<file path="src/design/fdbp_pkg.sv">
// Shared types and constants for the 4D block partition walker.
// Holds flag and result codes, sibling selectors, register indexes and the
// result item struct. No dependencies.
package fdbp_pkg;

    localparam int STACK_DEPTH_DEF = 64;
    localparam int COORD_BITS_DEF  = 10;

    localparam int FLAG_W    = 2;
    localparam int KIND_W    = 2;
    localparam int POS_W     = 9;
    localparam int LEN_W     = 10;
    localparam int CFG_W     = 10;
    localparam int CFG_IDX_W = 2;

    // split flag codes
    localparam logic [FLAG_W-1:0] FLAG_LEAF    = 2'd0;
    localparam logic [FLAG_W-1:0] FLAG_INTRA   = 2'd1;
    localparam logic [FLAG_W-1:0] FLAG_INTER   = 2'd2;
    localparam logic [FLAG_W-1:0] FLAG_UNKNOWN = 2'd3;

    // result kind codes
    localparam logic [KIND_W-1:0] KIND_LEAF  = 2'd0;
    localparam logic [KIND_W-1:0] KIND_SPLIT = 2'd1;
    localparam logic [KIND_W-1:0] KIND_DROP  = 2'd2;
    localparam logic [KIND_W-1:0] KIND_OVF   = 2'd3;

    // child selector; for a pending frame it is also the count of siblings left
    localparam logic [1:0] SEL_LO_LO = 2'd0;
    localparam logic [1:0] SEL_HI_LO = 2'd1;
    localparam logic [1:0] SEL_HI_HI = 2'd2;
    localparam logic [1:0] SEL_LO_HI = 2'd3;

    // axis indexes
    localparam logic [1:0] AX_T = 2'd0;
    localparam logic [1:0] AX_S = 2'd1;
    localparam logic [1:0] AX_V = 2'd2;
    localparam logic [1:0] AX_U = 2'd3;

    // configuration register indexes and reset values
    localparam logic [CFG_IDX_W-1:0] CFG_ROOT_T = 2'd0;
    localparam logic [CFG_IDX_W-1:0] CFG_ROOT_S = 2'd1;
    localparam logic [CFG_IDX_W-1:0] CFG_ROOT_V = 2'd2;
    localparam logic [CFG_IDX_W-1:0] CFG_ROOT_U = 2'd3;

    localparam logic [CFG_W-1:0] ROOT_T_RST = 10'd16;
    localparam logic [CFG_W-1:0] ROOT_S_RST = 10'd16;
    localparam logic [CFG_W-1:0] ROOT_V_RST = 10'd64;
    localparam logic [CFG_W-1:0] ROOT_U_RST = 10'd64;

    typedef struct packed {
        logic [KIND_W-1:0] kind;
        logic [POS_W-1:0]  pos_t;
        logic [POS_W-1:0]  pos_s;
        logic [POS_W-1:0]  pos_v;
        logic [POS_W-1:0]  pos_u;
        logic [LEN_W-1:0]  len_t;
        logic [LEN_W-1:0]  len_s;
        logic [LEN_W-1:0]  len_v;
        logic [LEN_W-1:0]  len_u;
        logic              partition_done;
    } t_result;

endpackage

</file>
<file path="src/design/fdbp_split.sv">
// Child node generator: derives one of the four quarters of a 4D node.
// Splits v/u (intra-view) or t/s (inter-view). Depends on fdbp_pkg.
module fdbp_split #(
    parameter int COORD_BITS = fdbp_pkg::COORD_BITS_DEF
) (
    input  logic [3:0][COORD_BITS-1:0] i_pos,
    input  logic [3:0][COORD_BITS-1:0] i_len,
    input  logic                       i_inter,
    input  logic [1:0]                 i_sel,
    output logic [3:0][COORD_BITS-1:0] o_pos,
    output logic [3:0][COORD_BITS-1:0] o_len
);
    import fdbp_pkg::*;

    logic [1:0]            ax_a;
    logic [1:0]            ax_b;
    logic [COORD_BITS-1:0] half_a;
    logic [COORD_BITS-1:0] half_b;
    logic                  a_hi;
    logic                  b_hi;

    always_comb begin
        ax_a   = i_inter ? AX_T : AX_V;
        ax_b   = i_inter ? AX_S : AX_U;
        half_a = i_len[ax_a] >> 1;
        half_b = i_len[ax_b] >> 1;
        a_hi   = (i_sel == SEL_HI_LO) || (i_sel == SEL_HI_HI);
        b_hi   = (i_sel == SEL_HI_HI) || (i_sel == SEL_LO_HI);

        o_pos = i_pos;
        o_len = i_len;
        o_pos[ax_a] = a_hi ? i_pos[ax_a] + half_a : i_pos[ax_a];
        o_len[ax_a] = a_hi ? i_len[ax_a] - half_a : half_a;
        o_pos[ax_b] = b_hi ? i_pos[ax_b] + half_b : i_pos[ax_b];
        o_len[ax_b] = b_hi ? i_len[ax_b] - half_b : half_b;
    end

endmodule

</file>
<file path="config.mk">
export PLATFORM = sky130hd
export DESIGN_NAME = fdbp_split
export DESIGN_NICKNAME = d
export VERILOG_FILES = /design/src/design/fdbp_pkg.sv /design/src/design/fdbp_split.sv
export SDC_FILE = /design/constraint.sdc
export NUM_CORES = 1
export LEC_CHECK = 0
export BUFFER_PORTS_ARGS = -buffer_cell sky130_fd_sc_hd__buf_2
export CORE_MARGIN = 3
export CORE_UTILIZATION = 45
export DETAILED_ROUTE_END_ITERATION = 6
export PLACE_DENSITY = 0.81
export SYNTH_ARGS = -nofsm -noshare
export SYNTH_HDL_FRONTEND = slang
export SYNTH_SLANG_ARGS = --single-unit
</file>
<file path="constraint.sdc">
create_clock -name vclk -period 6.1
set_clock_uncertainty 0.15 [all_clocks]
set_input_delay 1.22 -clock vclk [all_inputs]
set_output_delay 1.22 -clock vclk [all_outputs]
set_load 0.05 [all_outputs]
</file>
==> impl_results.md <==
* DR iter-0 viols at 171
* YS warnings at 0
* Cell taking the most area after synthesis: ha_1
* Vias in the first global route at 3805
* Largest net degree at the start of global routing at 50
* Gr usage total at 22.22%
* Hold Crit Class: input pin to primary output
* Post-cts sizing count at 0
* Status: complete, no violations
* Layout overhead on the synthesized area at 27.37%
* Register area at 0 um2
* Slew Viols, Final at 0
* Critical Path, Cell by Cell: buf_4, mux2i_1, inv_1, ha_1, fa_1, a21o_1, a21oi_1, o21ai_1, a31oi_1, xor2_1, o21ai_1, buf_2
* PwrDens at roughly 180 mW/mm2
* Setup TNS Final at 0 ps
* Fin Hold WS at 2630 ps
* Critical Path Most Common Cell: o21ai_1
* Type of origin of the critical path: input pin
* Distinct cell type count after synthesis at 48
* Die H at approximately 90 um
* Crit path largest cell delay at 430 ps
* Mux contribution to synthesized area at between 10% and 20%
* Starting Density at 46.85%
* Slew headroom at 56.18%
* Fmax at 179.1 MHz
* DR vias/cell at 5.529
* Synth Area in Simple Gates at 20.68%
* Share of cells above drive strength 1 at between 30% and 40%
* IO buf count at 163
* Critical path origin: i_inter
* Crit. End Element: primary output
* FFs & Latches at 0
* Routed WL at 9571 um
* Die Wd at 90.34 um
* Fin crit period at 5584 ps
* Leak Pwr at around 2.2 nW
* Crit Path Class: input pin to primary output
* Final ANT Viol Nets at 0
* GRT Residual Overflow at 0
* N_diodes at 0
* Synthesized cell area at 0.003201 mm2
* Worst Path Required at between 4000 and 5000 ps
* GPL Wtd Cong at about 0.90
* DRC viols at 0
* Worst Path Max Fanout at 49
* Avg Cell Area, Syn at 6.668 um2
* Max Cap Viol at 0
* Postcts setup bufs at 0
* Top Ports at 163
* CLK BUF at 0
* Seq/Total Area, Yosys at 0%
* Via count at 3959
* Top post-synthesis cells by area: ha_1 (15%), mux2_2 (8.8%), nand2_1 (8.1%)
* Crit path to: o_pos[18]
* Synth Area in XOR/XNOR at 7.115%
* Most frequent cell after synthesis: nand2_1
* Drt wl/cell at 13.37 um
* # rows at 30
* Final net count at 747
* Top-area cell type share of the netlist area at 14.86%
* Slowest stage cell, crit path: buf_4
* First-pass GRT wire length at 16280 um
* Commonest cells in the netlist: nand2_1 (69), o21ai_1 (44), ha_1 (38), a21oi_1 (37), inv_1 (31)
* Adder and majority cell fraction of the synthesized area at 17.36%
* Final setup viols at 0
* Initial antenna violation count at 0
* Least-Margin Pin Slew at ~660 ps
* Cts hold-fix bufs at 0
* Complex-gate fraction of the synthesized area at 30.38%
* RSZ-0062 raised after global routing: no
* Drt first pass iters at 4
* Gate Count Post-Synth at 480
* Hold Vio Cnt, Final at 0
* Syn nets at 605
* Critical path arrival at 4210 ps
* Largest family of logic cells by synthesized area: compound AO/OA/AOI/OAI gates
* Fillers at 639
* Peak VDD IR at around 0.00011 V
* Core ar. at approximately 0.007 mm2
* DP HPWL at 7972 um
* Period utilization at a little over 90%
* Die area at 0.008160 mm2
==> kinds of logic after synthesis <==
group,after synthesis
mux,51
simple gates,140
xor+xnor,26
compound gates,161
fa+ha+maj,42
buf+inv,60
==> through the flow <==
step	instance area [um2]	utilization, %	instances	total power, mW	worst slack [ps]
2_1_floorplan	3207	-	480	0.5862	196.1
3_5_place_dp	4076	59.67	716	0.7485	535.4
5_1_grt	4076	59.67	716	0.8150	318.5
4_1_cts	4076	59.67	716	0.7519	533.3
6_report	4076	59.67	716	0.7537	515.9
3_3_place_gp	4076	59.67	716	0.7367	657.6
==> layer usage <==
| metal | GRT usage, % | vias to the layer above | part of all wire, % | wire [um] |
|---|---|---|---|---|
| li1 | - | 2016 | - | - |
| met1 | 26.27 | 1775 | 42 | 3979 |
| met2 | 42.69 | 147 | 50 | 4792 |
| met3 | 1.917 | 21 | 5.9 | 562 |
| met4 | 5.485 | 0 | 2.5 | 236 |
| met5 | 0 | - | 0 | 0 |
==> worst min path at each step <==
stage | slack [ps] | cells after the start | from | end
after floorplan | 2550 | 2 | i_len[36] | o_len[36]
after global placement | 2630 | 3 | i_pos[29] | o_pos[29]
after detailed placement | 2630 | 3 | i_pos[19] | o_pos[19]
after CTS | 2630 | 3 | i_pos[19] | o_pos[19]
after global routing | 2650 | 3 | i_pos[19] | o_pos[19]
final | 2630 | 3 | i_pos[19] | o_pos[19]
==> critical path: cells and delay by family <==
| kind | cells | cell delay (ps) |
|---|---|---|
| xor gates and xnor gates | 1 | 110 |
| AOI/OAI and AO/OA | 5 | 950 |
| buffers and inverters | 3 | 840 |
| muxes | 1 | 380 |
| adders and majority gates | 2 | 670 |
==> layout make-up <==
class / count / area, um2 / area share [%]
inverters: 32 / 120.1 / 2.947
multi-input cells: 420 / 2968 / 72.81
well taps: 96 / 120.1 / 2.947
repair buffers: 168 / 868.3 / 21.30
==> power by group <==
group          leakage [nW]  internal [mW]  total, mW  switching [mW]
combinational          2.17          0.235      0.754           0.519
sequential                0              0          0               0
clock                     0              0          0               0
total                  2.17          0.235      0.754           0.519
==> cells in the final DEF (no fill, tap or decap), drive strengths merged, types with 2 or more instances in the layout <==
cell type / instances
a211oi: 6
a21boi: 2
a21o: 14
a21oi: 39
a22o: 2
a31oi: 10
and3: 2
buf: 168
fa: 4
ha: 38
inv: 32
mux2: 27
mux2i: 24
nand2: 69
nand2b: 7
nand3: 6
nand3b: 2
nand4: 3
nor2: 21
nor2b: 12
nor3: 5
nor4: 3
nor4b: 4
o2111ai: 2
o211ai: 4
o21a: 6
o21ai: 62
o21bai: 6
o31a: 2
or2: 2
or3: 2
xnor2: 15
xor2: 11
Power figures use the tool's default switching activity.
